`src/hw/rtl/vt4_pkg.sv`:
```
// Shared types and constants for the 4x4 vertex transform pipeline.
// No dependencies; imported by every module of the block.
package vt4_pkg;

    localparam int unsigned DIM        = 4;
    localparam int unsigned COEF_W     = 32;
    localparam int unsigned PROD_W     = 2 * COEF_W;
    localparam int unsigned PAIR_W     = PROD_W + 1;
    localparam int unsigned SUM_W      = PROD_W + 2;
    localparam int unsigned NUM_REGS   = 8;
    localparam int unsigned REG_W      = 64;
    localparam int unsigned REG_IDX_W  = $clog2(NUM_REGS);
    localparam int unsigned CFG_IDX_W  = 8;
    localparam int unsigned FRAC_BITS_DEFAULT = 16;

    // Vector of four Q16.16 components, component 0 in the lowest bits
    typedef logic [DIM-1:0][COEF_W-1:0] vec_t;
    // Coefficient matrix, indexed [k][r]
    typedef logic [DIM-1:0][DIM-1:0][COEF_W-1:0] coef_mat_t;
    // Full-precision products, indexed [k][r]
    typedef logic [DIM-1:0][DIM-1:0][PROD_W-1:0] prod_mat_t;
    // Partial sums: [r][0] = rows 0+1, [r][1] = rows 2+3
    typedef logic [DIM-1:0][1:0][PAIR_W-1:0] pair_mat_t;
    // Complete column sums
    typedef logic [DIM-1:0][SUM_W-1:0] sum_vec_t;
    typedef logic [NUM_REGS-1:0][REG_W-1:0] reg_file_t;

    // Reset contents: identity matrix
    localparam reg_file_t COEF_RESET = '{
        64'h0001_0000_0000_0000,   // coef_k3_r23
        64'h0000_0000_0000_0000,   // coef_k3_r01
        64'h0000_0000_0001_0000,   // coef_k2_r23
        64'h0000_0000_0000_0000,   // coef_k2_r01
        64'h0000_0000_0000_0000,   // coef_k1_r23
        64'h0001_0000_0000_0000,   // coef_k1_r01
        64'h0000_0000_0000_0000,   // coef_k0_r23
        64'h0000_0000_0001_0000    // coef_k0_r01
    };

endpackage

```
`src/hw/rtl/vt4_adder.sv`:
```
// Two-level registered adder tree summing four products per column.
// Depends on vt4_pkg.
module vt4_adder import vt4_pkg::*; (
    input  logic      aclk,
    input  logic      aresetn,
    input  logic      in_valid,
    output logic      in_ready,
    input  prod_mat_t in_prod,
    output logic      out_valid,
    input  logic      out_ready,
    output sum_vec_t  out_sum
);

    logic      pair_vld_reg;
    logic      pair_vld_next;
    pair_mat_t pair_reg;
    pair_mat_t pair_next;
    logic      sum_vld_reg;
    logic      sum_vld_next;
    sum_vec_t  sum_reg;
    sum_vec_t  sum_next;
    logic      sum_adv;
    logic      pair_adv;

    // Stall chain: a stage moves when empty or when the next one moves
    assign sum_adv       = !sum_vld_reg || out_ready;
    assign pair_adv      = !pair_vld_reg || sum_adv;
    assign in_ready      = pair_adv;
    assign pair_vld_next = pair_adv ? in_valid : pair_vld_reg;
    assign sum_vld_next  = sum_adv ? pair_vld_reg : sum_vld_reg;

    // First level: rows 0+1 and rows 2+3 of each column
    always_comb begin
        for (int r = 0; r < DIM; r++) begin
            pair_next[r][0] = PAIR_W'($signed(in_prod[0][r])) +
                              PAIR_W'($signed(in_prod[1][r]));
            pair_next[r][1] = PAIR_W'($signed(in_prod[2][r])) +
                              PAIR_W'($signed(in_prod[3][r]));
        end
    end

    // Second level: complete column sum
    always_comb begin
        for (int r = 0; r < DIM; r++) begin
            sum_next[r] = SUM_W'($signed(pair_reg[r][0])) +
                          SUM_W'($signed(pair_reg[r][1]));
        end
    end

    always_ff @(posedge aclk) begin
        if (!aresetn) begin
            pair_vld_reg <= 1'b0;
            sum_vld_reg  <= 1'b0;
        end else begin
            pair_vld_reg <= pair_vld_next;
            sum_vld_reg  <= sum_vld_next;
        end
    end

    always_ff @(posedge aclk) begin
        if (pair_adv && in_valid) begin
            pair_reg <= pair_next;
        end
        if (sum_adv && pair_vld_reg) begin
            sum_reg <= sum_next;
        end
    end

    assign out_valid = sum_vld_reg;
    assign out_sum   = sum_reg;

endmodule

```
`config.mk`:
```
export PLATFORM = sky130hd
export DESIGN_NAME = vt4_adder
export DESIGN_NICKNAME = d
export VERILOG_FILES = /design/src/hw/rtl/vt4_pkg.sv /design/src/hw/rtl/vt4_adder.sv
export SDC_FILE = /design/constraint.sdc
export NUM_CORES = 2
export LEC_CHECK = 0
export BUFFER_PORTS_ARGS = -buffer_cell sky130_fd_sc_hd__buf_2
export CAP_MARGIN = 20
export CORE_AREA = 2 2 509 511
export CTS_CLUSTER_DIAMETER = 100
export DETAILED_ROUTE_END_ITERATION = 8
export DIE_AREA = 0 0 511 513
export PLACE_DENSITY = 0.47
export SYNTH_ARGS = -nofsm -noshare
export SYNTH_HDL_FRONTEND = slang
export SYNTH_SLANG_ARGS = --single-unit
```
`constraint.sdc`:
```
create_clock -name aclk -period 15.3 [get_ports aclk]
set_clock_uncertainty 0.1 [all_clocks]
set_input_delay 0.765 -clock aclk [delete_from_list [all_inputs] [get_ports aclk]]
set_output_delay 0.765 -clock aclk [all_outputs]
set_load 0.02 [all_outputs]
```
[Word level (Yosys, flattened, before mapping)]
Cells that the tools add are included.
Word-level totals
  register bits: 786
  output and inout port bits: 266
  word-level logic and storage cells: 32
  bits of input ports: 1028
Cells by class
  reductions and logical operators: 6
  $add $sub $neg: 12
Operators with widths (number)
  $add A64 B64 Y65: 8
  $add A65 B65 Y66: 4
  $logic_and A1 B1 Y1: 2
  $logic_not A1 Y1: 2
  $logic_or A1 B1 Y1: 2

[Longest topological paths before layout]
  depth in word-level cells: 4
  depth in mapped cells: 14
  depth with buffers taken out: 14

[Least setup slack after synthesis]
Ideal clock, no wire load.
  path type: input-to-reg
  from: input out_ready
  to: register pair_reg[0] in the netlist's numbering (enable)
  slack: 1.442 ns
  setup time: 0.952 ns
  buffers on the path: 0
  stages on the path: 3
  required time: 14.248 ns
  arrival: 12.805 ns
  path through: nor2b_1 -> nand2_1 -> and2_1
On the way
  cells in the longest elaborated chain, start to end: 3
Ends and longest elaborated chain
  from (decl): RTL line vt4_adder.sv:10  | input logic out_ready,
  $logic_or A1 B1 Y1: RTL line vt4_adder.sv:26  | assign sum_adv = !sum_vld_reg || out_ready;
  $logic_or A1 B1 Y1: RTL line vt4_adder.sv:27  | assign pair_adv = !pair_vld_reg || sum_adv;
  net in_ready: RTL line vt4_adder.sv:7  | output logic in_ready,
  $logic_and A1 B1 Y1: RTL line vt4_adder.sv:61  | if (pair_adv && in_valid) begin
  to (signal assigned): RTL line vt4_adder.sv:62  | pair_reg <= pair_next;
  to (decl): RTL line vt4_adder.sv:16  | pair_mat_t pair_reg;
The timed path passes the listed nets, and every way through them passes these cells.
A chain may end at the register's enable or synchronous reset.

==> impl_table.tex <==
\begin{tabular}{lr}
\hline
Metric & Value \\
\hline
\multicolumn{2}{l}{\textbf{Timing}} \\
Fraction of the cycle the final worst path needs & 33.7\% \\
Post-layout min period & around 5000 ps \\
Final setup violation count & 0 \\
Pin slew with the least headroom to its limit & between 1000 and 1500 ps \\
Fin. Hold Viols & 0 \\
Unrepaired setup endpoints after global routing & no \\
Worst slew margin relative to its limit & 28.6\% \\
Upper clock frequency limit & 194 MHz \\
Worst hold slack after final layout & 187 ps \\
Fin. max-slew vios & 0 \\
Setup TNS & 0 ps \\
\multicolumn{2}{l}{\textbf{Floorplanning}} \\
Initial core utilization & between 20\% and 30\% \\
Die Outline Area & $\sim$0.26 mm\^{}2 \\
Standard cell core area & 0.256 mm\^{}2 \\
Cell Rows & between 150 and 200 \\
Count of pins on the block boundary & roughly 1,300 \\
Die Span Y & 513 um \\
Die extent in x & a little over 500 um \\
\multicolumn{2}{l}{\textbf{Pwr}} \\
Seq pwr share & around a third \\
Fraction of power spent switching nets & around 40\% \\
Power per unit of standard cell area & $\sim$120 mW/mm\^{}2 \\
Logic gate share of total power & between 40\% and 50\% \\
Total internal power & 5.85 mW \\
Maximum resistive drop on vdd & 0.0871 mV \\
Relative contribution of the clock network to total power & between 20 and 30\% \\
NetSw & 3.79 mW \\
Leakage & 34.9 nW \\
\multicolumn{2}{l}{\textbf{Placed design}} \\
Final weighted congestion in routability-driven placement & between 0.9 and 1 \\
Post-DP HPWL & approximately 240,000 um \\
Count of buffers inserted at the top-level ports & $\sim$1,300 \\
\multicolumn{2}{l}{\textbf{Global routing}} \\
Total track usage & between 20\% and 30\% \\
Via count of the first global-routing pass & roughly 62,000 \\
Number of antenna violations at the first check in global routing & between 50 and 60 \\
Global-route wire length before repair & slightly above 400,000 um \\
Global route total overflow & 0 \\
Largest net degree at the start of global routing & 144 \\
\multicolumn{2}{l}{\textbf{Drt}} \\
Wire length the detailed router placed on met1 & around 120,000 um \\
Via count of the routed design & slightly above 60,000 \\
Routed wire length & about 280,000 um \\
Met2 Wirelength & 136,000 um \\
Post-detailed-route DRC marker count & 0 \\
Detail-routed via count per cell & around 5.2 \\
Wire length on met3 & between 15,000 and 20,000 um \\
Topmost layer with routed signal wires & met5 \\
Drt initial violations & 4,543 \\
Detailed-route wire length per cell & 24.0 um \\
Iteration count of the initial detailed-routing pass & 6 \\
Final ANT Viol Nets & 0 \\
\multicolumn{2}{l}{\textbf{Clock network}} \\
Clock input transition at the sequential cells of the worst setup and hold paths & 50 ps \\
Post-cts repair resize count & 0 \\
Worst skew pair latency & about 740 ps \\
H-tree depth & 3 \\
Number of buffers on the longest clock path & 3 \\
Buffers inserted during post-CTS setup optimization & 0 \\
Clock root buffer master & clkbuf\_16 \\
Number of buffers added by the clock tree synthesis step & roughly 100 \\
CTS tree & done \\
Number of hold buffers added after cts & 0 \\
Number of clock sinks & between 700 and 800 \\
\multicolumn{2}{l}{\textbf{Synthesis}} \\
Count of different cell masters after synthesis & 110 \\
Post-Synthesis Net Count & about 9,000 \\
Fraction of registers with async set or reset after synthesis & 0\% \\
Synth top area cells & edfxtp\_1 (35\%), ha\_1 (14\%), a21oi\_1 (6.2\%) \\
Library cell with the highest instance count after synthesis & a21oi\_1 \\
Seq/Total Area, Yosys & a little over a third \\
Ys Warns & 0 \\
Post-synth EDFFs & around 800 \\
Synth Instances & about 7,000 \\
Yosys top cell by area & edfxtp\_1 \\
Synthesis-stage register bit count & 786 \\
Predominant post-synthesis flop cell & edfxtp\_1 \\
Share of the synthesized area in the top cell type & roughly a third \\
Synth top cells by count & a21oi\_1 (843), edfxtp\_1 (784), ha\_1 (772) \\
Avg Cell Area, Syn & roughly 9.4 um\^{}2 \\
Post-Synthesis Cell Area & 0.0676 mm\^{}2 \\
\multicolumn{2}{l}{\textbf{Layout}} \\
FILL cells & 27,000 \\
Share of cells above drive strength 1 & a little under a fifth \\
Area grow syn2layout & 19.7\% \\
Total Nets Final & 10,200 \\
Flip-flop count of the largest register after layout & between 500 and 600 \\
Register area & between 0.02 and 0.025 mm\^{}2 \\
Area of the multi-input gates & 0.0422 mm\^{}2 \\
\multicolumn{2}{l}{\textbf{Setup path}} \\
Arrival time at the worst endpoint & around 5500 ps \\
First element of the critical path & in\_prod[640] \\
Category of the critical setup timing path & in2reg \\
Endpoint type of the worst setup path & flip-flop \\
Maximum fanout along the worst path & 4 \\
Data required time at the worst endpoint & roughly 16,000 ps \\
Startpoint of the worst-slack reg-to-reg timing path & pair\_reg[390] \\
Element type at the critical path start & input pin \\
\multicolumn{2}{l}{\textbf{Hold path}} \\
Worst Hold Launch & aresetn \\
HP Class & in2reg \\
\multicolumn{2}{l}{\textbf{Status}} \\
Run status & complete, no violations \\
\multicolumn{2}{l}{\textbf{Run}} \\
Max cap viols & 0 \\
\hline
\end{tabular}
-- placed cells by master (no fill, tap or decap), types with 17 or more instances in the layout --
cell type,instances
a221o_1,19
or2_2,18
nor4_1,30
a41oi_1,20
o21bai_1,148
a31oi_1,91
xor2_1,278
inv_1,204
o21ai_1,28
nand3_1,144
xnor2_1,446
a31o_2,19
edfxtp_1,784
nor2_1,419
nand4_1,183
o21ai_0,428
a21boi_0,37
clkbuf_1,18
o31ai_1,47
o211ai_1,41
clkbuf_16,104
a21o_1,513
o31a_1,24
a21oi_1,843
ha_1,772
a211oi_1,65
nand2_1,548
o21a_1,79
a211o_1,17
nor2b_1,97
diode_2,21
or3_1,19
a221oi_1,30
and2_1,40
buf_2,1293
nor3_1,82
buf_4,24
nand2b_1,83
clkinv_1,17
and3_1,59
-- metal layers --
layer	vias up	global-route usage [%]
met5	-	0
met4	8	6.79
met3	397	4.33
met2	2043	36.2
met1	29700	25.5
li1	29600	-
-- area by class of cell --
cell class	count	area share (%)
clock inverter	69	0.915
clock buffer	122	3.30
multi-input combinational	5948	52.2
inverter	204	0.946
antenna	21	0.0649
tap	3384	5.23
sequential	786	29.1
timing repair buffer	1318	8.24
-- cells by family (layout without fill, tap and decap cells) --
logic type	Yosys count	after routing	synth area share, %
mux	3	3	0.0481
fa+ha+maj	784	784	14.6
simple gates	1782	1782	12.7
xor+xnor	724	724	9.38
buf+inv	482	1713	2.71
other cells	0	21	0
compound gates	2655	2655	25.6
flops	786	786	34.9
-- through the flow --
stage	worst slack (ps)	utilization, %	cells	cell area (um^2)	power, mW
floorplan	1440	-	7216	67600	5.78
global placement	9340	30.2	11600	77500	7.20
detailed placement	9330	30.2	11600	77500	7.19
CTS	10100	31.6	11800	80900	9.72
global route	10010	31.6	11800	80900	10.2
finish	10150	31.6	11900	80900	9.64
-- power groups by stage --
| stage | logic (mW) | registers [mW] | clock network (mW) |
|---|---|---|---|
| 4_1_cts | 4.09 | 3.09 | 2.54 |
| 5_1_grt | 4.49 | 3.11 | 2.61 |
| 3_3_place_gp | 4.08 | 3.13 | 0 |
| 3_5_place_dp | 4.07 | 3.12 | 0 |
| 6_report | 4.11 | 3.08 | 2.45 |
| 2_1_floorplan | 2.53 | 3.24 | 0 |
-- critical path, cell delays in order --
cell and delay [ps]:
buf_2 100, ha_1 240, fa_1 450, a211oi_1 290
o21ai_0 270, o21ai_0 500, a31oi_1 380, o211ai_1 600
a31oi_1 260, a21boi_0 470, a31oi_1 210, a221oi_1 590
o21bai_1 180, xor2_1 170
-- final timing paths --
check | end | slack (ps) | cells past startpoint
max | pair_reg[385] | 10150 | 14
max reg2reg | out_sum[248] | 10470 | 13
min | out_valid | 190 | 2
min reg2reg | out_sum[198] | 440 | 1
No activity file was read; power rests on OpenSTA's default activity.
