**config.mk**
```make
export PLATFORM = sky130hd
export DESIGN_NAME = vt4_coef_regs
export DESIGN_NICKNAME = d
export VERILOG_FILES = /design/src/hw/rtl/vt4_pkg.sv /design/src/hw/rtl/vt4_coef_regs.sv
export SDC_FILE = /design/constraint.sdc
export NUM_CORES = 1
export LEC_CHECK = 0
export BUFFER_PORTS_ARGS = -buffer_cell sky130_fd_sc_hd__clkbuf_2
export CAP_MARGIN = 20
export CELL_PAD_IN_SITES_DETAIL_PLACEMENT = 1
export CELL_PAD_IN_SITES_GLOBAL_PLACEMENT = 1
export CORE_ASPECT_RATIO = 0.75
export CORE_MARGIN = 2
export CORE_UTILIZATION = 30
export CTS_BUF_LIST = sky130_fd_sc_hd__clkbuf_2 sky130_fd_sc_hd__clkbuf_4 sky130_fd_sc_hd__clkbuf_8
export DETAILED_ROUTE_END_ITERATION = 6
export HOLD_SLACK_MARGIN = 0.15
export MAX_ROUTING_LAYER = met4
export PLACE_DENSITY_LB_ADDON = 0.1
export SYNTH_ARGS = -nofsm -noshare
export SYNTH_HDL_FRONTEND = slang
export SYNTH_SLANG_ARGS = --single-unit
```
**constraint.sdc**
```tcl
create_clock -name aclk -period 3.97 [get_ports aclk]
set_clock_uncertainty 0.2 [all_clocks]
set_input_delay 0.1985 -clock aclk [delete_from_list [all_inputs] [get_ports aclk]]
set_output_delay 0.1985 -clock aclk [all_outputs]
set_load 0.01 [all_outputs]
```
**src/hw/rtl/vt4_pkg.sv**
```systemverilog
// Shared types and constants for the 4x4 vertex transform pipeline.
// No dependencies; imported by every module of the block.
package vt4_pkg;

    localparam int unsigned DIM        = 4;
    localparam int unsigned COEF_W     = 32;
    localparam int unsigned PROD_W     = 2 * COEF_W;
    localparam int unsigned PAIR_W     = PROD_W + 1;
    localparam int unsigned SUM_W      = PROD_W + 2;
    localparam int unsigned NUM_REGS   = 8;
    localparam int unsigned REG_W      = 64;
    localparam int unsigned REG_IDX_W  = $clog2(NUM_REGS);
    localparam int unsigned CFG_IDX_W  = 8;
    localparam int unsigned FRAC_BITS_DEFAULT = 16;

    // Vector of four Q16.16 components, component 0 in the lowest bits
    typedef logic [DIM-1:0][COEF_W-1:0] vec_t;
    // Coefficient matrix, indexed [k][r]
    typedef logic [DIM-1:0][DIM-1:0][COEF_W-1:0] coef_mat_t;
    // Full-precision products, indexed [k][r]
    typedef logic [DIM-1:0][DIM-1:0][PROD_W-1:0] prod_mat_t;
    // Partial sums: [r][0] = rows 0+1, [r][1] = rows 2+3
    typedef logic [DIM-1:0][1:0][PAIR_W-1:0] pair_mat_t;
    // Complete column sums
    typedef logic [DIM-1:0][SUM_W-1:0] sum_vec_t;
    typedef logic [NUM_REGS-1:0][REG_W-1:0] reg_file_t;

    // Reset contents: identity matrix
    localparam reg_file_t COEF_RESET = '{
        64'h0001_0000_0000_0000,   // coef_k3_r23
        64'h0000_0000_0000_0000,   // coef_k3_r01
        64'h0000_0000_0001_0000,   // coef_k2_r23
        64'h0000_0000_0000_0000,   // coef_k2_r01
        64'h0000_0000_0000_0000,   // coef_k1_r23
        64'h0001_0000_0000_0000,   // coef_k1_r01
        64'h0000_0000_0000_0000,   // coef_k0_r23
        64'h0000_0000_0001_0000    // coef_k0_r01
    };

endpackage

```
**src/hw/rtl/vt4_coef_regs.sv**
```systemverilog
// Coefficient register file: eight 64-bit registers, two Q16.16 entries each.
// Depends on vt4_pkg.
module vt4_coef_regs import vt4_pkg::*; (
    input  logic                 aclk,
    input  logic                 aresetn,
    input  logic                 cfg_valid,
    input  logic [CFG_IDX_W-1:0] cfg_index,
    input  logic [REG_W-1:0]     cfg_data,
    output coef_mat_t            coef
);

    reg_file_t regs_reg;
    reg_file_t regs_next;

    // Write the addressed register; drop writes beyond the list
    always_comb begin
        regs_next = regs_reg;
        if (cfg_valid && (cfg_index < CFG_IDX_W'(NUM_REGS))) begin
            regs_next[cfg_index[REG_IDX_W-1:0]] = cfg_data;
        end
    end

    always_ff @(posedge aclk) begin
        if (!aresetn) begin
            regs_reg <= COEF_RESET;
        end else begin
            regs_reg <= regs_next;
        end
    end

    // Unpack m[k][r]: register 2k+r[1], half r[0]
    always_comb begin
        for (int k = 0; k < DIM; k++) begin
            for (int r = 0; r < DIM; r++) begin
                coef[k][r] = (r % 2 == 1) ? regs_reg[2*k + r/2][REG_W-1:COEF_W]
                                          : regs_reg[2*k + r/2][COEF_W-1:0];
            end
        end
    end

endmodule

```
; Word-level counts from Yosys, hierarchy flattened
; Index checks and enable logic that the tools add are counted.
[totals]
regBits = 512
input_bits = 75
wordCells = 16
[classes]
n_lt_le_gt_ge = 3
mux = 3
n_reduce_logical = 2
[ops]
columns = op, count
row1 = $bwmux 512, 1
row2 = $demux 64 s3, 1
row3 = $mux 64, 1
row4 = $lt 8x4->1 const B, 1
row5 = $lt 3x4->1 const B, 1
row6 = $ge 3x1->1 const B, 1
row7 = $logic_and 1x1->1, 2

; Depth between registers and ports, before layout
[depth]
word_depth = 5
ltp_mapped = 6

; Worst setup path before layout
; OpenSTA, ideal clock, no wires.
[synth_path]
path_type = input port to flip-flop
startpoint = input port cfg_index[4]
endpoint = register regs_reg (netlist bit coef[100])
setup_time_ns = 0.126
arrival_ns = 1.778
path_slack_ns = 1.866
stages = 6
n_path_buf = 3
path_cell_list = or4_1 -> buf_2 -> or4_4 -> buf_6 -> buf_6 -> mux2i_1
[synth_via]
elab_chain_len = 2
[synth_rtl]
columns = element, line_no
row1 = from (decl), vt4_coef_regs.sv:7  ; input logic [CFG_IDX_W-1:0] cfg_index,
row2 = $lt 8x4->1, vt4_coef_regs.sv:18  ; if (cfg_valid && (cfg_index < CFG_IDX_W'(NUM_REGS))) begin
row3 = $logic_and 1x1->1, vt4_coef_regs.sv:18
row4 = to (signal assigned), vt4_coef_regs.sv:27  ; regs_reg <= regs_next;
row5 = to (decl), vt4_coef_regs.sv:12  ; reg_file_t regs_reg;
; No other way between the ends.
; A chain may end at the register's enable or synchronous reset.

; Final worst setup path
[layout_path]
startpoint = input port cfg_index[1]
endpoint = register regs_reg (netlist bit coef[9])
[layout_via]
elab_chain_len = 5
[layout_rtl]
columns = element, line_no
row1 = $lt 3x4->1 (implied by the code) / $ge 3x1->1 (equally long branches), vt4_coef_regs.sv:19  ; regs_next[cfg_index[REG_IDX_W-1:0]] = cfg_data;
row2 = $logic_and 1x1->1 (implied by the code), vt4_coef_regs.sv:19
row3 = $mux 64 (implied by the code), vt4_coef_regs.sv:19
row4 = $demux 64 s3, vt4_coef_regs.sv:19
row5 = $bwmux 512, vt4_coef_regs.sv:19
; Several ways; a longest one is shown, not always the timed one.

==> summary.json <==
{
  "timing.critical_path.from_type": {"value": "primary input"},
  "cts.clk_slew.worst_paths": {"value": 60, "unit": "ps"},
  "synth_sequential_area_ratio": {"value": 55.61, "unit": "%"},
  "outcome": {"value": "finished, final reports clean"},
  "critical_path.max_stage_delay": {"value": 580, "unit": "ps"},
  "clkLatencyLatePin": {"value": 650, "unit": "ps"},
  "synth.net_count": {"value": 1813},
  "synth_cell_type_count": {"value": 14},
  "detail-route-antenna-nets": {"value": 0},
  "cts-root-to-sink-buffers": {"value": 3},
  "numCtsBuffers": {"value": 86},
  "drc_errors": {"value": 0},
  "grt_pass1_wl": {"value": 102.7, "unit": "mm"},
  "totalWireLength": {"value": 69.58, "unit": "mm"},
  "hold_slack": {"value": 244.0, "unit": "ps"},
  "totalPowerFinal": {"value": 0.01058, "unit": "W"},
  "finalCriticalPeriod": {"value": 2516, "unit": "ps"},
  "drt-wirelength-per-cell": {"value": 21.38, "unit": "um"},
  "hp-class": {"value": "in -> reg"},
  "grtUsageTotal": {"value": 22.01, "unit": "%"},
  "floorplan.die.width": {"value": 290.2, "unit": "um"},
  "hold_path.startpoint": {"value": "cfg_data[16]"},
  "setup.worst_path.start": {"value": "cfg_index[1]"},
  "rsz0062_at_grt": {"value": "false"},
  "vias": {"value": 14950},
  "grt_antenna_before_repair": {"value": 0},
  "cts-resized-gates": {"value": 0},
  "setup.worst_path.class": {"value": "in -> reg"},
  "core.rowCount": {"value": 78},
  "finalHoldViolCount": {"value": 0},
  "fp.coreArea": {"value": 60610, "unit": "um^2"},
  "routabilityCongestion": {"value": 0.7944},
  "root_buffer_master": {"value": "sky130_fd_sc_hd__clkbuf_8"},
  "setup_tns": {"value": 0, "unit": "ps"},
  "synth_warn": {"value": 0},
  "max_slew.worst_pin.slew": {"value": 983.5, "unit": "ps"},
  "setup_viol": {"value": 0},
  "design.portCount": {"value": 587},
  "postSynthAreaPerCell": {"value": 10.60, "unit": "um^2"},
  "largest_register_ffs": {"value": 512},
  "die_y": {"value": 218.7, "unit": "um"},
  "post_route_cells_drive_above_1_share": {"value": 31.62, "unit": "%"},
  "cp.arrival": {"value": 2880, "unit": "ps"},
  "max_cap_violations": {"value": 0},
  "slew_headroom": {"value": 34.43, "unit": "%"},
  "syn_inst": {"value": 1738},
  "critical_path.slowest_cell": {"value": "sky130_fd_sc_hd__dlygate4sd3_1"},
  "critical_path.reg2reg.startpoint": {"value": "coef[281]$_SDFFE_PN0P_"},
  "crit_chain": {"value": "dlygate4sd3_1 -> clkbuf_2 -> or2_2 -> dlygate4sd3_1 -> nor4_2 -> buf_12 -> mux2i_1"},
  "finalNetCount": {"value": 2463},
  "dp_worst_setup_slack": {"value": 1053, "unit": "ps"},
  "clock-sinks": {"value": 512},
  "number_of_buffers_inserted_by_hold_repair_at_cts": {"value": 70},
  "power.density": {"value": 431.1, "unit": "nW/um^2"},
  "number_of_detailed_route_iterations_in_the_first_pass": {"value": 4},
  "port_buffers": {"value": 586},
  "post_cts.repair.setup_buffers": {"value": 0},
  "flow.area_growth_from_synthesis": {"value": 33.12, "unit": "%"},
  "viasPerCell": {"value": 4.595},
  "globalRouteOverflowTotal": {"value": 0},
  "power.leakage": {"value": 11.84, "unit": "nW"},
  "initial_utilization": {"value": 30.41, "unit": "%"},
  "slew_viol_final": {"value": 0},
  "mappedNetlistArea": {"value": 18430, "unit": "um^2"},
  "cts_max_level": {"value": 3},
  "grt_start_max_net_pins": {"value": 105},
  "drt_iter0_markers": {"value": 617},
  "num_antenna_cells": {"value": 0},
  "critical_path_endpoint_category": {"value": "register"},
  "period_share": {"value": 63.38, "unit": "%"},
  "vdd_ir_drop_max": {"value": 0.2764, "unit": "mV"},
  "crit_path_max_fanout": {"value": 64},
  "path_common_cell": {"value": "sky130_fd_sc_hd__dlygate4sd3_1"},
  "max_freq": {"value": 397.5, "unit": "MHz"},
  "first_global_vias": {"value": 15780},
  "ys_seq_elements": {"value": 512},
  "dpl.hpwl": {"value": 47.36, "unit": "mm"},
  "design.die.area": {"value": 63450, "unit": "um^2"},
  "cp_data_required_time": {"value": 4330, "unit": "ps"},
  "postLayoutSetupSlackWorst": {"value": 1454, "unit": "ps"},
  "tritoncts": {"value": "built"}
}
[logic make-up after synthesis]
family,share of synthesized area [%]
buf+inv,4.148
flops,55.61
mux,27.81
simple gates,12.43
[Yosys cell counts]
cell | count | area (um^2)
sky130_fd_sc_hd__or4_4 | 4 | 45.04
sky130_fd_sc_hd__or4_1 | 1 | 7.510
sky130_fd_sc_hd__dfxtp_1 | 512 | 10250
sky130_fd_sc_hd__nor2b_1 | 6 | 37.54
sky130_fd_sc_hd__mux2i_1 | 512 | 5125
sky130_fd_sc_hd__or2_2 | 1 | 6.260
sky130_fd_sc_hd__buf_2 | 5 | 25.02
sky130_fd_sc_hd__buf_6 | 28 | 315.3
sky130_fd_sc_hd__nor4_1 | 4 | 25.02
sky130_fd_sc_hd__buf_4 | 24 | 180.2
sky130_fd_sc_hd__clkbuf_1 | 64 | 240.2
sky130_fd_sc_hd__inv_1 | 1 | 3.750
sky130_fd_sc_hd__nand2_1 | 573 | 2151
sky130_fd_sc_hd__nand2b_1 | 3 | 18.77
[final cells by class]
type                            count  area (um^2)
Inverter                            1        3.754
Tap cell                          800         1001
Timing Repair Buffer              683         3996
Multi-Input combinational cell   1104         7441
Fill cell                        6951        36070
Clock buffer                      141         1728
Sequential cell                   512        10250
Clock inverter                     13        115.1
[power breakdown]
group,switching (W),internal [W]
Clock,0.00222,0.00282
Sequential,0.00000347,0.00514
Combinational,0.000265,0.000121
Total,0.00249,0.00809
[cell usage in the layout (no fill, tap or decap)]
cell type                       count
sky130_fd_sc_hd__clkbuf_2         585
sky130_fd_sc_hd__nand2_1          573
sky130_fd_sc_hd__mux2i_1          512
sky130_fd_sc_hd__dfxtp_1          512
sky130_fd_sc_hd__clkbuf_8         107
sky130_fd_sc_hd__dlygate4sd3_1     70
sky130_fd_sc_hd__clkbuf_4          34
sky130_fd_sc_hd__buf_4             15
sky130_fd_sc_hd__buf_12            12
sky130_fd_sc_hd__nor2b_1            6
sky130_fd_sc_hd__clkinv_2           6
sky130_fd_sc_hd__nor4_2             4
sky130_fd_sc_hd__or4_4              4
sky130_fd_sc_hd__nand2b_1           3
sky130_fd_sc_hd__inv_8              2
sky130_fd_sc_hd__clkinvlp_4         2
sky130_fd_sc_hd__inv_6              2
sky130_fd_sc_hd__or4_1              1
sky130_fd_sc_hd__or2_2              1
sky130_fd_sc_hd__inv_1              1
sky130_fd_sc_hd__bufinv_16          1
sky130_fd_sc_hd__buf_8              1
[routing by layer]
metal,GRT usage [%],vias up,part of all wire [%]
met1,25.98,7381,43
met3,6.234,107,6.2
met2,36.40,404,48
li1,-,7059,-
met5,-,-,0
met4,6.788,0,2.5
[worst max-delay path: cells and delay by family]
kind | cells | cell delay (ps)
muxes | 1 | 280
buffers and inverters | 4 | 1770
and+or+nand+nor | 2 | 550
[through the flow]
stage	instance area (um^2)	utilization, %	instances
detailed placement	21990	36.29	3030
global route	24530	40.48	3254
CTS	24530	40.48	3254
global placement	21990	36.29	3030
finish	24530	40.48	3254
floorplan	18430	-	1738
[final timing paths]
check	end	slack [ps]	cells past startpoint
setup / recovery	coef[9]$_SDFFE_PN0P_	1450	7
hold reg to reg	coef[132]$_SDFFE_PN0P_	260	2
hold / removal	coef[336]$_SDFFE_PN1P_	240	4
setup reg to reg	coef[281]$_SDFFE_PN0P_	3080	2
Note: power is estimated with default switching activity, not from simulation.
