--- src/hw/rtl/vt4_pkg.sv ---
// Shared types and constants for the 4x4 vertex transform pipeline.
// No dependencies; imported by every module of the block.
package vt4_pkg;

    localparam int unsigned DIM        = 4;
    localparam int unsigned COEF_W     = 32;
    localparam int unsigned PROD_W     = 2 * COEF_W;
    localparam int unsigned PAIR_W     = PROD_W + 1;
    localparam int unsigned SUM_W      = PROD_W + 2;
    localparam int unsigned NUM_REGS   = 8;
    localparam int unsigned REG_W      = 64;
    localparam int unsigned REG_IDX_W  = $clog2(NUM_REGS);
    localparam int unsigned CFG_IDX_W  = 8;
    localparam int unsigned FRAC_BITS_DEFAULT = 16;

    // Vector of four Q16.16 components, component 0 in the lowest bits
    typedef logic [DIM-1:0][COEF_W-1:0] vec_t;
    // Coefficient matrix, indexed [k][r]
    typedef logic [DIM-1:0][DIM-1:0][COEF_W-1:0] coef_mat_t;
    // Full-precision products, indexed [k][r]
    typedef logic [DIM-1:0][DIM-1:0][PROD_W-1:0] prod_mat_t;
    // Partial sums: [r][0] = rows 0+1, [r][1] = rows 2+3
    typedef logic [DIM-1:0][1:0][PAIR_W-1:0] pair_mat_t;
    // Complete column sums
    typedef logic [DIM-1:0][SUM_W-1:0] sum_vec_t;
    typedef logic [NUM_REGS-1:0][REG_W-1:0] reg_file_t;

    // Reset contents: identity matrix
    localparam reg_file_t COEF_RESET = '{
        64'h0001_0000_0000_0000,   // coef_k3_r23
        64'h0000_0000_0000_0000,   // coef_k3_r01
        64'h0000_0000_0001_0000,   // coef_k2_r23
        64'h0000_0000_0000_0000,   // coef_k2_r01
        64'h0000_0000_0000_0000,   // coef_k1_r23
        64'h0001_0000_0000_0000,   // coef_k1_r01
        64'h0000_0000_0000_0000,   // coef_k0_r23
        64'h0000_0000_0001_0000    // coef_k0_r01
    };

endpackage

--- src/hw/rtl/vt4_sat.sv ---
// Output stage: arithmetic shift by the fraction width, clamp, output register.
// Depends on vt4_pkg.
module vt4_sat import vt4_pkg::*; #(
    parameter int unsigned FRAC_BITS = FRAC_BITS_DEFAULT
) (
    input  logic     aclk,
    input  logic     aresetn,
    input  logic     in_valid,
    output logic     in_ready,
    input  sum_vec_t in_sum,
    output logic     out_valid,
    input  logic     out_ready,
    output vec_t     out_vec,
    output logic     out_sat
);

    localparam logic [COEF_W-1:0] MAX_VAL = {1'b0, {(COEF_W-1){1'b1}}};
    localparam logic [COEF_W-1:0] MIN_VAL = {1'b1, {(COEF_W-1){1'b0}}};

    logic             vld_reg;
    logic             vld_next;
    vec_t             vec_reg;
    vec_t             vec_next;
    logic             sat_reg;
    logic             sat_next;
    logic             advance;
    logic [SUM_W-1:0] shifted;

    assign advance  = !vld_reg || out_ready;
    assign in_ready = advance;
    assign vld_next = advance ? in_valid : vld_reg;

    // Shift toward minus infinity, then clamp when the upper bits are not a sign run
    always_comb begin
        sat_next = 1'b0;
        shifted  = '0;
        for (int r = 0; r < DIM; r++) begin
            shifted = SUM_W'($signed(in_sum[r]) >>> FRAC_BITS);
            if (shifted[SUM_W-1] && !(&shifted[SUM_W-1:COEF_W-1])) begin
                vec_next[r] = MIN_VAL;
                sat_next    = 1'b1;
            end else if (!shifted[SUM_W-1] && (|shifted[SUM_W-1:COEF_W-1])) begin
                vec_next[r] = MAX_VAL;
                sat_next    = 1'b1;
            end else begin
                vec_next[r] = shifted[COEF_W-1:0];
            end
        end
    end

    always_ff @(posedge aclk) begin
        if (!aresetn) begin
            vld_reg <= 1'b0;
        end else begin
            vld_reg <= vld_next;
        end
    end

    always_ff @(posedge aclk) begin
        if (advance && in_valid) begin
            vec_reg <= vec_next;
            sat_reg <= sat_next;
        end
    end

    assign out_valid = vld_reg;
    assign out_vec   = vec_reg;
    assign out_sat   = sat_reg;

endmodule

--- config.mk ---
export PLATFORM = sky130hd
export DESIGN_NAME = vt4_sat
export DESIGN_NICKNAME = d
export VERILOG_FILES = /design/src/hw/rtl/vt4_pkg.sv /design/src/hw/rtl/vt4_sat.sv
export SDC_FILE = /design/constraint.sdc
export NUM_CORES = 1
export LEC_CHECK = 0
export ABC_AREA = 1
export BUFFER_PORTS_ARGS = -buffer_cell sky130_fd_sc_hd__buf_2
export CAP_MARGIN = 15
export CORE_AREA = 2 2 154 156
export DETAILED_ROUTE_END_ITERATION = 16
export DIE_AREA = 0 0 156 158
export PLACE_DENSITY = 0.65
export SLEW_MARGIN = 20
export SYNTH_ARGS = -nofsm -noshare
export SYNTH_HDL_FRONTEND = slang
export SYNTH_SLANG_ARGS = --single-unit
--- constraint.sdc ---
create_clock -name aclk -period 7.7 [get_ports aclk]
set_clock_uncertainty 0.05 [all_clocks]
set_input_delay 0.77 -clock aclk [delete_from_list [all_inputs] [get_ports aclk]]
set_output_delay 0.77 -clock aclk [all_outputs]
set_load 0.01 [all_outputs]
# == Word-level counts from Yosys, hierarchy flattened ==
# Cells that the tools add are included.
# classes
eq_ne,0
bitwise_logic,0
n_shift,0
addsub,0
n_mul,0
n_reduce_logical,28
n_lt_le_gt_ge,0
div,0
muxes,5
# op_table
cell,count
2-to-1 mux 32 bit,4
AND reduction 19 bit,4
OR reduction 19 bit,4
logical AND 1 bit,9
logical NOT 1 bit,9
OR reduction 7 bit,1
logical OR 1 bit,1
2-to-1 mux 1 bit,1
# totals
out_inout_bits,131
latch_bits,0
wordCells,39
input_bits,268
memories,0
romBits,0
register_bits,130
mem_bits_rw,0

# == Longest topological paths before layout ==
# Gate-level depths: netlist of the first run.
# depth
depth_word,4
ltp_mapped,8
depth_no_buf,8

# == Worst setup path before layout of the first run ==
# Ideal clock, no wire load.
# synth_path
kind,in2reg
start,input port in_valid
end,"register sat_reg, in the netlist out_sat, enable pin"
path_buffers,0
path_slack_ps,-28
t_arrival_ps,7019
path_stages,2
required_time_ps,6990
setup_time_ps,660
cell_sequence,inv_1 > a21oi_1
# synth_between
elab_chain_cells,1
# synth_lines
item,line_no,source
from (decl),vt4_sat.sv:8,"input logic in_valid,"
logical AND 1 bit,vt4_sat.sv:60,if (advance && in_valid) begin
to (signal assigned),vt4_sat.sv:62,sat_reg <= sat_next;
to (decl),vt4_sat.sv:24,logic sat_reg;
# Every way passes these cells.
# A chain may end at the register's enable or synchronous reset.

# == Worst setup path after layout of the first run ==
# layout_path
start,input port out_ready
end,"register vec_reg, in the netlist out_vec[81], enable pin"
# layout_between
elab_chain_cells,2
# layout_lines
item,line_no,source
from (decl),vt4_sat.sv:12,"input logic out_ready,"
logical OR 1 bit,vt4_sat.sv:29,assign advance = !vld_reg || out_ready;
logical AND 1 bit,vt4_sat.sv:60,
to (signal assigned),vt4_sat.sv:61,vec_reg <= vec_next;
to (decl),vt4_sat.sv:22,vec_t vec_reg;
# Every way passes these cells.

==> reports/metrics.csv, run 1 <==
stage,metric,value,unit
setup_path,crit-path max FO,74,
setup_path,Worst setup SP type,primary input,
placement,placed instance area,7580,um2
power,Reg power frac,47.3,%
placement,Final GP Congestion,0.817,
global_route,initial antenna violation count,3,
synthesis,syn_nets,820,
placement,Detailed Place HPWL,12.0,mm
power,pwr/cell area,220,nW/um2
power,peak supply drop,0.000112,V
sta,Tmin final,2.20,ns
clocking,CTS tree,built,
global_route,first-pass GRT wire length,24.3,mm
final_layout,Final nets,1151,
setup_path,Worst EP required,7.68,ns
sta,Max Slew Vio Count,0,
sta,Final period util,28.5,%
clocking,Worst-Skew Late Latency,0.41,ns
die,Row Count,56,
final_layout,post-layout util,35.2,%
power,clock network fraction of design power,40.7,%
synthesis,"Seq/Total Area, Yosys",68.1,%
clocking,CTS sink count,130,
power,NetSw,0.452,mW
global_route,largest net degree at the start of global routing,75,
clocking,Resized Gates After CTS,0,
min_path,Hold WC Path Type,in -> reg,
die,Die Y,158,um
power,combinational share of power,12.0,%
placement,Port Buffers,334,
drt,antenna-violating nets left,0,
die,core area,23100,um2
sta,TNS Setup,0,ns
clocking,hold buffers post-CTS,0,
job,max-cap violation count,0,
drt,drt pass-1 iters,4,
power,Sw Ratio,25.4,%
drt,DR vias,4893,
synthesis,Yosys cell types,20,
synthesis,async set-reset flop share out of synthesis,0,%
synthesis,number of synthesized flops with an enable pin,129,
clocking,postcts setup bufs,0,
power,Pwr Total,1.78,mW
synthesis,synthesized area,5720,um2
setup_path,CP arrival,2.17,ns
synthesis,Gate Count Post-Synth,552,
clocking,Clock Pin Slew Worst Setup and Hold Paths,0.06,ns
setup_path,CP Capture Type,flop,
clocking,total CTS buffers,17,
clocking,H-tree depth,4,
sta,slew of the pin with the lowest slew margin,0.977,ns
sta,final setup vio count,0,
sta,maximum clock frequency,0.455,GHz
drt,Routed WL,16.7,mm
final_layout,P&R area growth vs syn,41.8,%
drt,Remaining DRCs,0,
die,die width,156,um
setup_path,Setup CP Type,in -> reg,
clocking,clock tree buffer depth,2,
sta,Final Hold Fails,0,
synthesis,Ys Warns,0,
synthesis,Main synth FF type,edfxtp_1,
sta,Rel. slew slack,34.8,%
final_layout,share of cells above drive strength 1,43.3,%
drt,initial drt markers,295,
drt,Vias per Instance,4.12,
synthesis,syn_area_per_cell,10.4,um2
die,Die ar.,24600,um2
sta,RSZ-0062 raised after global routing,false,
die,IO Pins,399,
global_route,All-Layer GR Usage,13.2,%
synthesis,#FFs+latches synth,130,
run_status,outcome,"complete, no violations",
global_route,vias in the first global route,4727,
power,leakage,3.71,nW
final_layout,fin area,8110,um2
clocking,CTS Root Cell,clkbuf_16,
global_route,grt total ovfl,0,
die,Starting Density,24.8,%
drt,WL/cell,14.0,um
power,P_int,1.33,mW
-- power groups by stage --
stage          clock network [mW]  logic, mW  registers [mW]
6_report                    0.725      0.214           0.842
4_1_cts                     0.747      0.219           0.842
3_5_place_dp                    0      0.218           0.857
2_1_floorplan                   0     0.0790           0.885
5_1_grt                     0.780      0.240           0.845
3_3_place_gp                    0      0.216           0.855
-- routing by layer --
metal | vias up | GRT usage (%) | wire, um
met5 | - | 0 | 0
met4 | 0 | 5.07 | 227
met3 | 14 | 5.09 | 1500
met2 | 228 | 23.4 | 8380
met1 | 2198 | 14.2 | 6600
li1 | 2453 | - | -
-- cell usage after synthesis (3+ instances only) --
| cell | count | area share [%] |
|---|---|---|
| nand2_1 | 296 | 19 |
| edfxtp_1 | 129 | 68 |
| nor2_1 | 57 | 3.7 |
| buf_4 | 15 | 2.0 |
| nand2_2 | 10 | 1.1 |
| buf_6 | 9 | 1.8 |
| nand3_1 | 8 | 0.70 |
| inv_1 | 7 | 0.46 |
| clkbuf_1 | 4 | 0.26 |
| o21ai_4 | 3 | 0.85 |
-- cells by family after synthesis --
kind of cell	Yosys count	synth area share (%)
AO/OA/AOI/OAI	6	1.27
buffers and inverters	35	4.46
flip-flops	130	68.1
AND/OR/NAND/NOR	381	26.2
-- critical path, stage by stage --
cell and delay [ns]:
buf_2 0.07, inv_1 0.06, a21oi_4 0.37, buf_4 0.79
-- path summary, 6_finish.rpt --
kind,endpoint,start,slack (ns),cells past startpoint
hold reg to reg,out_valid,out_valid,0.51,2
hold / removal,out_vec[95],in_sum[197],0.50,1
setup reg to reg,out_vec[81],out_valid,5.62,2
setup / recovery,out_vec[81],out_ready,5.50,4
-- area by class of cell --
| cell class | count | area [um2] |
|---|---|---|
| clock buffers | 18 | 429 |
| flip-flops and latches | 130 | 3890 |
| inverters | 7 | 26.3 |
| repair buffers | 340 | 1720 |
| fillers | 2388 | 14900 |
| multi-input cells | 387 | 1580 |
| diodes | 3 | 7.51 |
| well taps | 290 | 363 |
| clock inverters | 14 | 91.3 |
-- state kept, by name, summed over array words and instances (netlist names) --
signal and flops:
out_sat 1, out_valid 1, out_vec 128
-- layout by cell type (no fill, tap or decap) --
| cell type | synthesis | routed |
|---|---|---|
| clkinv_1 | 0 | 1 |
| or2_1 | 2 | 2 |
| diode_2 | 0 | 3 |
| a21oi_4 | 0 | 1 |
| and2_0 | 2 | 2 |
| buf_2 | 0 | 334 |
| nand3_2 | 1 | 1 |
| clkbuf_1 | 4 | 1 |
| clkinvlp_4 | 0 | 3 |
| nand2_1 | 296 | 295 |
| a21boi_0 | 1 | 1 |
| o21bai_2 | 1 | 1 |
| inv_1 | 7 | 7 |
| o21ai_4 | 3 | 3 |
| or2_0 | 2 | 2 |
| nand2_2 | 10 | 11 |
| nor2_2 | 1 | 1 |
| clkbuf_16 | 0 | 17 |
| nand3b_1 | 2 | 2 |
| nand3_1 | 8 | 8 |
| clkinv_4 | 0 | 2 |
| buf_4 | 15 | 6 |
| nor2_1 | 57 | 57 |
| inv_6 | 0 | 2 |
| clkinv_2 | 0 | 6 |
| edfxtp_1 | 129 | 129 |
| dfxtp_1 | 1 | 1 |
-- per-stage QoR --
stage	hold slack (ns)	setup WS (ns)	std cells
after floorplan	0.558	2.62	552
after global placement	0.483	4.98	1154
after detailed placement	0.497	4.98	1154
after CTS	0.476	5.41	1186
after global routing	0.476	5.30	1188
final	0.503	5.50	1189
Note: power is estimated with default switching activity, not from simulation.
==> inputs of run 2 (changes only) <==
- CORE_AREA: 2 2 154 156 -> 2 2 155 157
- DIE_AREA: 0 0 156 158 -> 0 0 157 159
- PLACE_DENSITY: 0.65 -> 0.62
- clock period: 7.7 -> 2.22 ns (I/O delays scaled with it)
==> reports/metrics.csv, run 2 (synthesis gave the netlist of run 1 again) <==
stage,metric,value,unit
final_layout,"leading cell type in the layout, fill and taps excluded",buf_2,
sta,final setup vio count,0,
setup_path,slowest CP cell,dlygate4sd3_1,
drt,Routed WL,16.8,mm
setup_path,CP cell instances,"dlygate4sd3_1, buf_2, inv_1, o21bai_2, buf_4, nand2_1, nor2_1, nand2_1",
min_path,worst hold path cell count,1,
setup_path,Crit path depth,8,
sta,Final period util,67.7,%
setup_path,crit-path max cell delay,0.53,ns
clocking,Worst-Skew Late Latency,0.40,ns
drt,Max Used Layer,met5,
setup_path,CP arrival,1.61,ns
sta,Tmin final,1.50,ns
clocking,CTS sink count,130,
clocking,H-tree depth,4,
die,IO Pins,399,
sta,Final Hold Fails,0,
setup_path,kind of cell adding the most delay to the critical path,buffers and inverters,
drt,WL/cell,13.7,um
clocking,CTS Root Cell,clkbuf_16,
clocking,clock tree buffer depth,2,
clocking,CTS tree,built,
die,Die Y,159,um
global_route,grt total ovfl,0,
final_layout,P&R area growth vs syn,46.3,%
power,Pwr Total,6.58,mW
setup_path,CP Capture Type,flop,
placement,Final GP Congestion,0.751,
run_status,outcome,"complete, no violations",
drt,Remaining DRCs,0,
die,Die ar.,25000,um2
setup_path,Worst EP required,2.33,ns
setup_path,CP dominant cell by count,nand2_1,
job,max-cap violation count,0,
die,core area,23200,um2
final_layout,Finished Layout Cells,1226,
sta,TNS Setup,0,ns
power,peak supply drop,0.000398,V
drt,Vias per Instance,4.05,
setup_path,Worst Path Buf+Inv,4,
placement,Placed Cells,1190,
drt,metal2 WL,8.13,mm
setup_path,Worst setup SP type,primary input,
min_path,Hold WC Path Type,in -> reg,
sta,Max Slew Vio Count,0,
sta,RSZ-0062 raised after global routing,false,
die,Row Count,56,
setup_path,R2R depth,2,
clocking,Resized Gates After CTS,0,
clocking,Clock Pin Slew Worst Setup and Hold Paths,0.06,ns
final_layout,share of cells above drive strength 1,43.6,%
drt,initial drt markers,320,
power,pwr/cell area,787,nW/um2
drt,met3 WL,1.54,mm
drt,DR vias,4961,
global_route,vias in the first global route,4919,
drt,M1 WL,6.77,mm
power,leakage,3.81,nW
clocking,total CTS buffers,17,
min_path,min-delay src,in_sum[263],
final_layout,most frequent cells in the layout,"334 x buf_2, 296 x nand2_1, 129 x edfxtp_1, 57 x nor2_1, 17 x clkbuf_16",
global_route,largest net degree at the start of global routing,78,
final_layout,Final nets,1160,
final_layout,Largest register FFs,128,
die,die width,157,um
placement,Detailed Place HPWL,12.5,mm
sta,slew of the pin with the lowest slew margin,0.490,ns
final_layout,fin area,8360,um2
sta,post-route setup slack,0.717,ns
setup_path,Setup CP Type,in -> reg,
sta,maximum clock frequency,0.665,GHz
clocking,postcts setup bufs,0,
sta,Rel. slew slack,67.2,%
setup_path,RR Startpoint,out_valid,
drt,drt pass-1 iters,4,
die,Starting Density,24.7,%
placement,placed instance area,7730,um2
global_route,initial antenna violation count,3,
setup_path,R2R Setup Slk,0.82,ns
global_route,first-pass GRT wire length,25.3,mm
setup_path,crit-path max FO,32,
drt,antenna-violating nets left,0,
placement,Port Buffers,334,
placement,Place WS,0.513,ns
setup_path,Critical Path Source,in_sum[197],
global_route,All-Layer GR Usage,13.3,%
[run 2: changes by cell type in the layout (fill, tap and decap cells not counted), moves of 2 or more]
cell and delta:
buf_12 +5, buf_4 +2, bufinv_16 +3, clkinv_2 -5
dlygate4sd3_1 +2
[run 2: path summary, 6_finish.rpt]
path / end
max: out_sat
min: out_vec[127]
max reg2reg: out_vec[67]
min reg2reg: out_valid
[run 2: stage by stage]
stage	hold slack, ns	util [%]
after global placement	0.366	33.3
after floorplan	0.318	-
after CTS	0.00142	36.0
final	0.0179	36.1
after global routing	0.000760	36.0
after detailed placement	0.372	33.3
[run 2: report_power, final]
part           total, mW  internal [mW]  switching, mW  leakage, nW
clock               2.89           1.78           1.11        0.287
sequential          2.92           2.88         0.0348         1.22
combinational      0.768          0.326          0.442         2.31
[run 2: layer usage]
| layer | vias up | global-route usage (%) |
|---|---|---|
| met5 | - | 0 |
| met4 | 2 | 5.30 |
| met3 | 22 | 4.82 |
| li1 | 2474 | - |
| met2 | 252 | 22.5 |
| met1 | 2211 | 15.1 |
[run 2: what timing repair did]
item | CTS | global route
endpoints found under the setup margin | 0 | 0
endpoints found under the hold margin | 1 | 1
hold buffers | 1 | 1
[run 2: final cells by class]
cell class	instances	area (um2)
Clock inverter	15	180
Tap cell	319	399
Antenna cell	2	5.00
Sequential cell	130	3890
Timing Repair Buffer	349	1850
Clock buffer	17	425
Multi-Input combinational cell	387	1580
Inverter	7	26.3
Fill cell	2384	14800
==> inputs of run 3 (changes only) <==
- ABC_AREA: 1 -> 0
- CORE_AREA: 2 2 155 157 -> 2 2 157 159
- DIE_AREA: 0 0 157 159 -> 0 0 159 161
- PLACE_DENSITY: 0.62 -> 0.61
- clock period: 2.22 -> 1.5 ns (I/O delays scaled with it)
==> reports/metrics.csv, run 3 <==
stage,metric,value,unit
run_status,outcome,"complete, no violations",
die,Starting Density,23.1,%
synthesis,top-count cell post-synth,edfxtp_1,
drt,Vias per Instance,4.29,
drt,antenna-violating nets left,0,
setup_path,RR Startpoint,out_valid,
setup_path,crit-path max FO,31,
final_layout,share of cells above drive strength 1,47.2,%
synthesis,Yosys cell types,23,
final_layout,Final nets,1091,
power,leakage,4.31,nW
setup_path,R2R depth,3,
setup_path,R2R Setup Slk,0.17,ns
synthesis,post-synth top area share,70.0,%
power,pwr/cell area,1040,nW/um2
clocking,CTS sink count,130,
drt,DR vias,4969,
die,Die ar.,25600,um2
synthesis,number of synthesized flops with an enable pin,129,
clocking,postcts setup bufs,0,
sta,Tmin final,1.44,ns
clocking,H-tree depth,4,
sta,Rel. slew slack,50.8,%
final_layout,register area,3890,um2
synthesis,Ys Warns,0,
clocking,CTS Root Cell,clkbuf_16,
sta,maximum clock frequency,0.697,GHz
placement,Final GP Congestion,0.784,
setup_path,Critical Path Source,in_sum[248],
synthesis,async set-reset flop share out of synthesis,0,%
placement,Detailed Place HPWL,11.3,mm
global_route,first-pass GRT wire length,26.4,mm
global_route,grt total ovfl,0,
synthesis,"Seq/Total Area, Yosys",70.3,%
synthesis,Main synth FF type,edfxtp_1,
sta,Final Hold Fails,0,
final_layout,# diodes,0,
die,Die Y,161,um
setup_path,Worst R2R End,out_vec[70],
setup_path,Worst EP required,1.61,ns
final_layout,fin area,9480,um2
placement,Placed Cells,998,
drt,WL/cell,15.0,um
drt,drt pass-1 iters,4,
synthesis,largest cells by area after synthesis,"edfxtp_1 70%, a21o_1 17%, buf_6 2.8%",
setup_path,Setup CP Type,in -> reg,
drt,initial drt markers,253,
final_layout,# fillers,2255,
die,die width,159,um
sta,final setup vio count,0,
die,Row Count,57,
setup_path,Worst setup SP type,primary input,
sta,Max Slew Vio Count,0,
placement,placed instance area,7580,um2
placement,Port Buffers,334,
synthesis,Gate Count Post-Synth,353,
setup_path,CP arrival,1.54,ns
synthesis,synthesized area,5540,um2
synthesis,syn_nets,621,
sta,Final period util,95.7,%
sta,slew of the pin with the lowest slew margin,0.736,ns
clocking,Clock Pin Slew Worst Setup and Hold Paths,0.06,ns
drt,Remaining DRCs,0,
clocking,total CTS buffers,17,
final_layout,Largest register FFs,128,
final_layout,P&R area growth vs syn,71.3,%
synthesis,most frequent cells after synthesis,"129 x edfxtp_1, 122 x a21o_1, 21 x nand4_1",
final_layout,Finished Layout Cells,1159,
job,max-cap violation count,0,
min_path,Hold WC Path Type,in -> reg,
die,IO Pins,399,
global_route,vias in the first global route,5158,
setup_path,CP Capture Type,flop,
drt,Routed WL,17.3,mm
global_route,initial antenna violation count,0,
setup_path,Worst Setup EP,out_vec[96],
synthesis,#FFs+latches synth,130,
synthesis,syn_area_per_cell,15.7,um2
power,peak supply drop,0.000598,V
global_route,largest net degree at the start of global routing,65,
clocking,CTS tree,built,
clocking,Worst-Skew Late Latency,0.41,ns
global_route,All-Layer GR Usage,13.2,%
final_layout,area taken by multi-input logic gates,1420,um2
die,core area,24000,um2
clocking,clock tree buffer depth,2,
synthesis,largest area contributor in the netlist,edfxtp_1,
final_layout,"leading cell type in the layout, fill and taps excluded",buf_2,
final_layout,most frequent cells in the layout,"334 x buf_2, 130 x dlygate4sd3_1, 129 x edfxtp_1, 122 x a21o_1, 21 x nand4_1",
sta,RSZ-0062 raised after global routing,true,
-- run 3: how the worst min path moves through the flow --
stage           startpoint        end  slack [ns]  cells after the start
4_1_cts        in_sum[118]    out_sat        0.14                      4
5_1_grt        in_sum[118]    out_sat        0.16                      4
3_3_place_gp       aresetn  out_valid        0.35                      2
6_report       in_sum[118]    out_sat        0.15                      4
2_1_floorplan     in_valid  out_valid        0.23                      2
3_5_place_dp       aresetn  out_valid        0.36                      2
-- run 3: where the power goes --
group | switching (mW) | total, mW | leakage [nW] | internal, mW
sequential | 0.0541 | 4.32 | 1.22 | 4.27
combinational | 0.639 | 1.39 | 2.81 | 0.748
clock | 1.59 | 4.19 | 0.279 | 2.60
-- run 3: critical path, stage by stage --
cell and delay [ns]:
buf_2 0.10, or4_1 0.51, nor3_1 0.16, nand4_1 0.14, nor2b_4 0.27, a21o_2 0.22
-- run 3: layout make-up --
type                       instances  area share (%)
sequential                       130            41.1
timing repair buffer             479            33.5
multi-input combinational        194            14.9
clock buffer                      17            4.49
tap                              324            4.27
clock inverter                    14            1.74
inverter                           1          0.0396
-- run 3: layer usage --
layer	global-route usage [%]	vias up	part of all wire [%]	wire length (um)
li1	-	2337	-	-
met1	14.5	2361	39	6720
met2	23.7	245	51	8910
met3	4.11	26	7.5	1300
met4	5.45	0	2.4	408
met5	0	-	0	0
-- run 3: cells by family (layout without fill, tap and decap cells) --
kind of cell / count (synthesis) / in the layout / synth area share [%]
DFF: 130 / 130 / 70.3
and+or+nand+nor: 65 / 65 / 7.57
muxes: 2 / 2 / 0.362
buffers and inverters: 29 / 511 / 4.59
AOI/OAI and AO/OA: 127 / 127 / 17.2
-- run 3: timing repair --
item / in CTS / in global routing
setup endpoints to repair: 1 / 23
hold buffers: 130 / 0
hold endpoints to repair: 129 / 0
resized for setup: 1 / 3
-- run 3: stage by stage --
stage / TNS [ns] / worst slack, ns / utilization (%) / power (mW) / hold WS (ns)
after floorplan: -55.17 / -0.337 / - / 4.91 / 0.231
after global placement: -34.56 / -0.549 / 31.6 / 5.50 / 0.347
after detailed placement: -37.23 / -0.552 / 31.6 / 5.51 / 0.357
after CTS: 0 / 0.00995 / 39.5 / 10.1 / 0.140
after global routing: -0.00770 / -0.00770 / 39.6 / 10.3 / 0.157
final: 0 / 0.0649 / 39.6 / 9.90 / 0.154
